## config.mk

```make
export PLATFORM = sky130hd
export DESIGN_NAME = vfv_queue
export DESIGN_NICKNAME = d
export VERILOG_FILES = /design/src/vfv_pkg.sv /design/src/vfv_queue.sv
export SDC_FILE = /design/constraint.sdc
export NUM_CORES = 1
export LEC_CHECK = 0
export BUFFER_PORTS_ARGS = -buffer_cell sky130_fd_sc_hd__buf_2
export CAP_MARGIN = 20
export CORE_AREA = 5 5 83 85
export DETAILED_ROUTE_END_ITERATION = 6
export DIE_AREA = 0 0 88 90
export PLACE_DENSITY = 0.85
export SLEW_MARGIN = 20
export SYNTH_ARGS = -nofsm -noshare
export SYNTH_HDL_FRONTEND = slang
export SYNTH_SLANG_ARGS = --single-unit
```

## constraint.sdc

```tcl
create_clock -name clk -period 2.9 [get_ports clk]
set_clock_uncertainty 0.1 [all_clocks]
set_input_delay 0.58 -clock clk [delete_from_list [all_inputs] [get_ports clk]]
set_output_delay 0.58 -clock clk [all_outputs]
set_load 0.01 [all_outputs]
```

## src/vfv_pkg.sv

```systemverilog
// Package for the voxel face visibility query block: grid sizes, field widths,
// operation codes, queue item type and the block id class lookup.
// No dependencies.
package vfv_pkg;

  localparam int unsigned GRID_X = 16;
  localparam int unsigned GRID_Z = 16;
  localparam int unsigned GRID_Y = 128;

  localparam int unsigned XW = 4;
  localparam int unsigned ZW = 4;
  localparam int unsigned YW = 7;
  localparam int unsigned IDW = 8;

  localparam int unsigned CELLS = GRID_X * GRID_Z * GRID_Y;
  localparam int unsigned AW = $clog2(CELLS);

  // class bits per voxel
  localparam int unsigned CLSW = 2;
  localparam int unsigned CLS_DRAW = 0;
  localparam int unsigned CLS_OPAQUE = 1;

  localparam logic OP_WRITE = 1'b0;
  localparam logic OP_QUERY = 1'b1;

  localparam int unsigned QUEUE_DEPTH = 4;
  localparam int unsigned QPW = $clog2(QUEUE_DEPTH);

  // one classified item as it sits in the queue
  typedef struct packed {
    logic            op;
    logic [XW-1:0]   x;
    logic [ZW-1:0]   z;
    logic [YW-1:0]   y;
    logic [CLSW-1:0] cls;
    logic            in_grid;
  } cmd_t;

  function automatic logic [CLSW-1:0] id_class(input logic [IDW-1:0] id);
    logic draw;
    logic opaque;
    draw = 1'b1;
    opaque = 1'b1;
    case (id)
      8'd0, 8'd6, 8'd20, 8'd37, 8'd38, 8'd39, 8'd40, 8'd53, 8'd55, 8'd59,
      8'd63, 8'd64, 8'd65, 8'd68, 8'd69, 8'd71, 8'd77, 8'd85, 8'd90: begin
        draw = 1'b0;
        opaque = 1'b0;
      end
      8'd8, 8'd9, 8'd17, 8'd18, 8'd50, 8'd52, 8'd66, 8'd75, 8'd76, 8'd78,
      8'd79, 8'd80, 8'd83: begin
        opaque = 1'b0;
      end
      default: begin
        draw = 1'b1;
        opaque = 1'b1;
      end
    endcase
    id_class = {opaque, draw};
  endfunction

  function automatic logic [AW-1:0] cell_addr(input logic [XW-1:0] x,
                                               input logic [ZW-1:0] z,
                                               input logic [YW-1:0] y);
    logic [AW-1:0] col;
    col = AW'(x) * AW'(GRID_Z) + AW'(z);
    cell_addr = col * AW'(GRID_Y) + AW'(y);
  endfunction

endpackage

```

## src/vfv_queue.sv

```systemverilog
// Short FIFO of classified items between front and back end.
// Depends on vfv_pkg.
module vfv_queue (
  input  logic          clk,
  input  logic          rst_n,
  input  logic          push,
  input  vfv_pkg::cmd_t push_cmd,
  output logic          q_full,
  input  logic          pop,
  output logic          q_not_empty,
  output vfv_pkg::cmd_t head
);
  import vfv_pkg::*;

  cmd_t           slot_r [QUEUE_DEPTH];
  logic [QPW-1:0] wr_ptr_r, wr_ptr_r_nxt;
  logic [QPW-1:0] rd_ptr_r, rd_ptr_r_nxt;
  logic [QPW:0]   count_r, count_r_nxt;
  logic           do_pop;

  assign q_full      = (count_r == (QPW+1)'(QUEUE_DEPTH));
  assign q_not_empty = (count_r != '0);
  assign head        = slot_r[rd_ptr_r];
  assign do_pop      = pop && q_not_empty;

  always_comb begin
    wr_ptr_r_nxt = push ? wr_ptr_r + 1'b1 : wr_ptr_r;
    rd_ptr_r_nxt = do_pop ? rd_ptr_r + 1'b1 : rd_ptr_r;
    count_r_nxt  = count_r;
    if (push && !do_pop) begin
      count_r_nxt = count_r + 1'b1;
    end else if (!push && do_pop) begin
      count_r_nxt = count_r - 1'b1;
    end
  end

  always_ff @(posedge clk) begin
    if (!rst_n) begin
      wr_ptr_r <= '0;
      rd_ptr_r <= '0;
      count_r  <= '0;
    end else begin
      wr_ptr_r <= wr_ptr_r_nxt;
      rd_ptr_r <= rd_ptr_r_nxt;
      count_r  <= count_r_nxt;
    end
    if (push) begin
      slot_r[wr_ptr_r] <= push_cmd;
    end
  end

endmodule

```

==> flow_summary.toml <==
[routing]
first_pass_iters = 4
drtIter0Drc = 87
ant_nets = 0
via_per_inst = 5.339
routed_wl_um = 5167
drcViolationCount = 0
vias = 1495
wl_per_cell_um = 18.45

[layout]
final_cell_mix = "edfxtp_1 (76), buf_2 (43), mux4_2 (10)"
fin_area_um2 = 3760
diodes = 0
multi_input_area_um2 = 747.0
nNetsFinal = 227
fill_cells = 430
final_util_pct = 61.31
final_cell_count_no_fill = 280
regArea_um2 = 2462
drive_gt1_share_pct = 36.45
layout_commonest_cell = "edfxtp_1"
area_delta_synth_final_pct = 15.27

[critical_path]
critPathArrivalTime_ns = 1.78
cp-start-kind = "register"
crit_type = "reg2out"
worstPathRequired_ns = 2.22
crit_path_end_kind = "output pin"
worst-r2r-cell-count = 7
critPathMaxFanout = 19

[clocking]
numCtsBuffers = 9
cts_tree = "built"
clkLatencyLatePin_ns = 0.33
cts_sinks = 85
clockRootBuffer = "clkbuf_8"
cts_setup_buffers = 0
clkTransAtPathRegs_ns = 0.07
cts.htree.levels = 3
cts_hold_buf = 0
cts_resized = 0
cts_max_path_buffers = 2

[die]
chipWidth_um = 88
start_util_pct = 53.19
core_um2 = 6132
die-area_um2 = 7920
std_cell_rows = 29
die_h_um = 90
io_pins = 44

[yosys]
synthDistinctLibCells = 21
synth-edff-count = 76
synth.ff_latch_count = 85
yosys.area.top_type_share_pct = 69.97
ys.flop_type = "edfxtp_1"
synth_area_leaders = "edfxtp_1 (70%), mux4_1 (7.2%), mux4_2 (6.9%), dfxtp_1 (5.5%), ha_1 (1.9%)"
synth_largest_area_cell = "edfxtp_1"
seq_area_frac_synth_pct = 75.49
syn_area_per_cell_um2 = 22.97
syn-num-nets = 171
yosys_warnings = 0
synth_cells = 142
async_reset_ff_share_pct = 0
syn-cell-area_um2 = 3262

[global_routing]
gr-total-overflow = 0
grt_pass1_vias = 1628
grt_usage_pct = 14.29
grt_max_degree = 20
grt_pass1_wl_um = 8342
antenna_found_initial = 0

[sta]
finalSetupViolCount = 0
tightest_slew_ns = 0.3492
slew_headroom_pct = 76.72
rsz0062_at_grt = "no"
finalHoldViolations = 0
fin_crit_sh_pct = 84.84
fmax_mhz = 406.4
finalMaxSlewViolations = 0
setup_tns_ns = 0
fin_crit_ns = 2.460

[min_path]
worstHoldPathType = "in2reg"
whs_path_depth = 1

[power]
p_total_mw = 2.914
power.density_nw_per_um2 = 775.0
irDropWorstVdd_uv = 539.6
p_leak_nw = 1.322

[place]
dp.cells = 264
dpl_cell_area_um2 = 3577
place_hpwl_um = 3444
place_congestion = 0.6863
io_buffers = 43

[run]
drv_cap = 0

[outcome]
status = "finished, final reports clean"
## per-stage QoR
step           worst slack [ns]  hold slack [ns]
2_1_floorplan            0.8674           0.4276
3_3_place_gp             0.7124           0.4485
3_5_place_dp             0.6012           0.4637
4_1_cts                  0.4064           0.3475
5_1_grt                  0.3466           0.3411
6_report                 0.4396           0.3608
## metal layers
layer / vias to the layer above / routed length [µm] / GRT usage, %
li1: 696 / - / -
met1: 756 / 2135 / 17.47
met2: 37 / 2684 / 24.18
met3: 6 / 281 / 4.113
met4: 0 / 65 / 4.604
met5: - / 0 / 0
## synth_stat cells, types with 2 or more instances
cell type and count:
and2_1 9, nor2b_1 2, xnor2_1 3, mux2i_1 2, dfxtp_1 9, buf_2 2, edfxtp_1 76, mux4_1 9
or3_1 2, mux4_2 10, xor2_1 2, ha_1 5, inv_1 3
## power by group
| group | internal, mW | switching, mW |
|---|---|---|
| Clock | 0.393 | 0.370 |
| Sequential | 1.42 | 0.0569 |
| Combinational | 0.353 | 0.318 |
## registers in the layout, summed over array words and instances (netlist names), named ones only
name	cells
count_r	3
wr_ptr_r	2
slot_r	76
rd_ptr_r	2
## worst max-delay path: stages (launching register included)
cell and delay (ns):
dfxtp_1 0.32, buf_4 0.32, mux4_1 0.63, buf_2 0.16
## cell type report
cell class                      instances  area share [%]
Clock buffer                           11           3.494
Clock inverter                          5           1.364
Sequential cell                        85           65.49
Tap cell                               77           2.562
Timing Repair Buffer                   49           6.922
Multi-Input combinational cell         50           19.87
Inverter                                3          0.2995
## path summary, 6_finish.rpt
path | from | to | slack (ns)
setup reg to reg | count_r[1] | count_r[2] | 0.65
hold / removal | push_cmd[10] | slot_r[1][10] | 0.36
setup / recovery | register | head[16] | 0.44
hold reg to reg | wr_ptr_r[1] | wr_ptr_r[1] | 0.46
## logic make-up (layout without fill, tap and decap cells)
| group | count (synthesis) | count (layout) | share of synthesized area (%) |
|---|---|---|---|
| AOI/OAI and AO/OA | 4 | 4 | 1.534 |
| xor gates and xnor gates | 5 | 5 | 1.343 |
| adders and majority gates | 6 | 6 | 2.532 |
| buffers and inverters | 7 | 68 | 1.611 |
| DFF | 85 | 85 | 75.49 |
| muxes | 21 | 21 | 14.77 |
| and+or+nand+nor | 14 | 14 | 2.723 |
Power figures use the tool's default switching activity.
