File: src/vfv_pkg.sv
// Package for the voxel face visibility query block: grid sizes, field widths,
// operation codes, queue item type and the block id class lookup.
// No dependencies.
package vfv_pkg;

  localparam int unsigned GRID_X = 16;
  localparam int unsigned GRID_Z = 16;
  localparam int unsigned GRID_Y = 128;

  localparam int unsigned XW = 4;
  localparam int unsigned ZW = 4;
  localparam int unsigned YW = 7;
  localparam int unsigned IDW = 8;

  localparam int unsigned CELLS = GRID_X * GRID_Z * GRID_Y;
  localparam int unsigned AW = $clog2(CELLS);

  // class bits per voxel
  localparam int unsigned CLSW = 2;
  localparam int unsigned CLS_DRAW = 0;
  localparam int unsigned CLS_OPAQUE = 1;

  localparam logic OP_WRITE = 1'b0;
  localparam logic OP_QUERY = 1'b1;

  localparam int unsigned QUEUE_DEPTH = 4;
  localparam int unsigned QPW = $clog2(QUEUE_DEPTH);

  // one classified item as it sits in the queue
  typedef struct packed {
    logic            op;
    logic [XW-1:0]   x;
    logic [ZW-1:0]   z;
    logic [YW-1:0]   y;
    logic [CLSW-1:0] cls;
    logic            in_grid;
  } cmd_t;

  function automatic logic [CLSW-1:0] id_class(input logic [IDW-1:0] id);
    logic draw;
    logic opaque;
    draw = 1'b1;
    opaque = 1'b1;
    case (id)
      8'd0, 8'd6, 8'd20, 8'd37, 8'd38, 8'd39, 8'd40, 8'd53, 8'd55, 8'd59,
      8'd63, 8'd64, 8'd65, 8'd68, 8'd69, 8'd71, 8'd77, 8'd85, 8'd90: begin
        draw = 1'b0;
        opaque = 1'b0;
      end
      8'd8, 8'd9, 8'd17, 8'd18, 8'd50, 8'd52, 8'd66, 8'd75, 8'd76, 8'd78,
      8'd79, 8'd80, 8'd83: begin
        opaque = 1'b0;
      end
      default: begin
        draw = 1'b1;
        opaque = 1'b1;
      end
    endcase
    id_class = {opaque, draw};
  endfunction

  function automatic logic [AW-1:0] cell_addr(input logic [XW-1:0] x,
                                               input logic [ZW-1:0] z,
                                               input logic [YW-1:0] y);
    logic [AW-1:0] col;
    col = AW'(x) * AW'(GRID_Z) + AW'(z);
    cell_addr = col * AW'(GRID_Y) + AW'(y);
  endfunction

endpackage

File: src/vfv_front.sv
// Front end: accepts items, classifies the block id and checks the grid bounds.
// Depends on vfv_pkg.
module vfv_front (
  input  logic                clk,
  input  logic                rst_n,
  input  logic                in_valid,
  output logic                in_stall,
  input  logic                in_operation,
  input  logic [3:0]          in_coord_x,
  input  logic [3:0]          in_coord_z,
  input  logic [6:0]          in_coord_y,
  input  logic [7:0]          in_block_id,
  output logic                push,
  output vfv_pkg::cmd_t       push_cmd,
  input  logic                q_full
);
  import vfv_pkg::*;

  logic fr_valid_r, fr_valid_r_nxt;
  cmd_t fr_cmd_r, fr_cmd_r_nxt;
  logic accept;

  assign in_stall = fr_valid_r && q_full;
  assign accept   = in_valid && !in_stall;
  assign push     = fr_valid_r && !q_full;
  assign push_cmd = fr_cmd_r;

  always_comb begin
    fr_valid_r_nxt = accept || (fr_valid_r && q_full);
    fr_cmd_r_nxt   = fr_cmd_r;
    if (accept) begin
      fr_cmd_r_nxt.op      = in_operation;
      fr_cmd_r_nxt.x       = in_coord_x;
      fr_cmd_r_nxt.z       = in_coord_z;
      fr_cmd_r_nxt.y       = in_coord_y;
      fr_cmd_r_nxt.cls     = id_class(in_block_id);
      fr_cmd_r_nxt.in_grid = (32'(in_coord_x) < GRID_X) && (32'(in_coord_z) < GRID_Z) &&
                             (32'(in_coord_y) < GRID_Y);
    end
  end

  always_ff @(posedge clk) begin
    if (!rst_n) begin
      fr_valid_r <= 1'b0;
    end else begin
      fr_valid_r <= fr_valid_r_nxt;
    end
    fr_cmd_r <= fr_cmd_r_nxt;
  end

endmodule

File: config.mk
export PLATFORM = sky130hd
export DESIGN_NAME = vfv_front
export DESIGN_NICKNAME = d
export VERILOG_FILES = /design/src/vfv_pkg.sv /design/src/vfv_front.sv
export SDC_FILE = /design/constraint.sdc
export NUM_CORES = 1
export LEC_CHECK = 0
export BUFFER_PORTS_ARGS = -buffer_cell sky130_fd_sc_hd__buf_4
export CORE_MARGIN = 4
export CORE_UTILIZATION = 43
export DETAILED_ROUTE_END_ITERATION = 8
export PLACE_DENSITY = 0.78
export SETUP_SLACK_MARGIN = 0.02
export SKIP_LAST_GASP = 1
export SYNTH_ARGS = -nofsm -noshare
export SYNTH_HDL_FRONTEND = slang
export SYNTH_SLANG_ARGS = --single-unit
export TNS_END_PERCENT = 20
File: constraint.sdc
create_clock -name clk -period 1.9 [get_ports clk]
set_input_delay 0.095 -clock clk [delete_from_list [all_inputs] [get_ports clk]]
set_output_delay 0.095 -clock clk [all_outputs]
set_load 0.01 [all_outputs]
==> flow_summary_export.csv <==
group,metric,value,unit
critical_path,critPathMaxFanout,13,
timing,hold_violations,0,
clock_tree,insertion_delay,290,ps
floorplan,die_area,0.00286,mm²
clock_tree,ctsLongestPathBuffers,2,
logic_synthesis,synth_edf_count,18,
floorplan,initial_core_util,0.454,
grt,grt_pass1_wl,3530,µm
grt,antenna_found_initial,0,
grt,grt_overflow,0,
timing,rsz0062_at_grt,"no",
logic_synthesis,ys.flop_type,"edfxtp_1",
floorplan,rows,16,
grt,grt_usage,0.178,
critical_path,end_kind,"register",
grt,grt_max_degree,19,
timing,fin_crit_sh,0.622,
placement,dpl_worst_slack,400,ps
floorplan,io_pins,49,
cells_and_area,multi_input_area,283,µm²
outcome,outcome,"finished, final reports clean",
logic_synthesis,synth.avg_cell_area,12.5,µm²
clock_tree,cts_tree,"built",
cells_and_area,nets,162,
logic_synthesis,synth_top_area_share,0.607,
cells_and_area,drive_gt1_frac,0.391,
detailed_routing,viasPerCell,4.99,
clock_tree,cts_root_buf,"clkbuf_4",
logic_synthesis,syn-instance-count,71,
grt,grt_pass1_vias,770,
clock_tree,post_cts_resized,0,
logic_synthesis,synth.cell_area,891,µm²
logic_synthesis,synth_warnings,0,
logic_synthesis,synth_seq_cells,19,
clock_tree,cts_sinks,19,
critical_path,max_stage_delay,510,ps
critical_path,arrival,1240,ps
pwr,leakage,0.583,nW
logic_synthesis,async_flop_share,0,
logic_synthesis,synthDistinctLibCells,35,
timing,finClkSkew,5.86,ps
timing,max_freq,846,MHz
pwr,peakVddDrop,0.327,mV
cells_and_area,antenna_cells,0,
timing,setup_tns,0,ps
floorplan,core,0.00196,mm²
logic_synthesis,synth_common_cells,"edfxtp_1, nand2_1, nor3b_1",
timing,report.final.slew_viol_count,0,
clock_tree,numCtsBuffers,3,
job,cap_viol_max_count,0,
placement,portBuffers,47,
min_path,holdCritPathClass,"input pin to register",
logic_synthesis,yosysSeqAreaShare,0.629,
critical_path,crit_type,"input pin to register",
placement,gp_congestion,0.823,
critical_path,cp_data_required_time,1960,ps
logic_synthesis,yosys-top-cells-area,"edfxtp_1, nor3b_1, buf_6, dfxtp_1, nand2_1",
detailed_routing,num_vias,799,
timing,setup_slack,717,ps
timing,fin_hold_ws,21.9,ps
critical_path,critical_path.slowest_cell,"or4b_1",
timing,fin_crit,1180,ps
clock_tree,htree_levels,1,
detailed_routing,drc,0,
pwr,p_per_area,610,mW/mm²
logic_synthesis,synth.most_common_cell,"edfxtp_1",
floorplan,fp.dieH,53.5,µm
placement,hpwlAfterDp,1450,µm
cells_and_area,regArea,561,µm²
detailed_routing,first_pass_iters,4,
detailed_routing,ant_nets,0,
clock_tree,path_clk_slew,100,ps
timing,setup_violations,0,
logic_synthesis,synthesis.nets,99,
floorplan,die_x,53.5,µm
cells_and_area,fillers,133,
cells_and_area,area_delta_synth_final,61.0,%
detailed_routing,drt-initial-drc-count,17,
detailed_routing,routed_wl,2410,µm
critical_path,worstPathCellList,"buf_4, or4b_1, o21ai_1, nand4b_1, and4_4, and3_1",
detailed_routing,wl_per_cell,15.1,µm
critical_path,cp-start-kind,"input pin",
logic_synthesis,yosysTopAreaCell,"edfxtp_1",
[layout make-up]
type,instances,area share
well taps,27,0.0236
clock buffers,4,0.0183
repair buffers,65,0.370
flip-flops and latches,19,0.391
multi-input cells,45,0.197
[sequential cells by signal, indices dropped and copies added, names as in the netlist]
signal and count:
fr_valid_r 1, push_cmd 18
[routing by layer]
| layer | vias up | GRT usage | part of all wire |
|---|---|---|---|
| li1 | 389 | - | - |
| met1 | 368 | 0.196 | 0.38 |
| met2 | 40 | 0.329 | 0.52 |
| met3 | 2 | 0.0394 | 0.095 |
| met4 | 0 | 0.0638 | 0.0079 |
| met5 | - | 0 | 0 |
[worst max-delay path, delay by kind of cell]
kind,cells,cell delay (ps)
and+or+nand+nor,4,900
AOI/OAI and AO/OA,1,90
buffers and inverters,1,160
[final timing paths]
check                           cells past startpoint                  start  slack, ps               endpoint
worst min register to register                      2  fr_valid_r$_SDFF_PN0_        630  fr_valid_r$_SDFF_PN0_
worst max-delay path                                6         in_block_id[0]        720  push_cmd[2]$_DFFE_PP_
worst max register to register                      3  fr_valid_r$_SDFF_PN0_        750  push_cmd[7]$_DFFE_PP_
worst min-delay path                                2               in_valid         20  fr_valid_r$_SDFF_PN0_
[through the flow]
step / util / instances / total power [mW] / cell area (µm²)
after floorplan: - / 71 / 0.574 / 891
after global placement: 0.631 / 139 / 0.651 / 1240
after detailed placement: 0.631 / 139 / 0.657 / 1240
after CTS: 0.726 / 159 / 0.870 / 1420
after global routing: 0.731 / 160 / 0.924 / 1430
final: 0.731 / 160 / 0.874 / 1430
[kinds of logic (layout without fill, tap and decap cells)]
| family | after synthesis | count (layout) | synth area share |
|---|---|---|---|
| AOI/OAI and AO/OA | 13 | 13 | 0.0969 |
| xor gates and xnor gates | 2 | 2 | 0.0197 |
| buffers and inverters | 7 | 69 | 0.0534 |
| DFF | 19 | 19 | 0.629 |
| other | 1 | 1 | 0.00421 |
| and+or+nand+nor | 29 | 29 | 0.197 |
[repair_timing]
action,CTS,global route
buffers inserted,0,0
hold buffers,16,1
endpoints found under the hold margin,16,1
[layout by cell type, fill, tap and decap left out, types with 2 or more instances in the layout]
| cell type | instances |
|---|---|
| dlygate4sd3_1 | 17 |
| nor2_1 | 4 |
| nand2_1 | 5 |
| o21ai_0 | 2 |
| buf_4 | 48 |
| nor2b_1 | 2 |
| a21oi_1 | 2 |
| nand3_1 | 2 |
| nor3_1 | 2 |
| nor3b_1 | 5 |
| edfxtp_1 | 18 |
| clkbuf_4 | 3 |
[power by group]
group          switching (mW)  internal, mW
registers             0.00745         0.487
clock network           0.112        0.0815
logic                  0.0790         0.107
total                   0.199         0.675
Note: power is estimated with default switching activity, not from simulation.
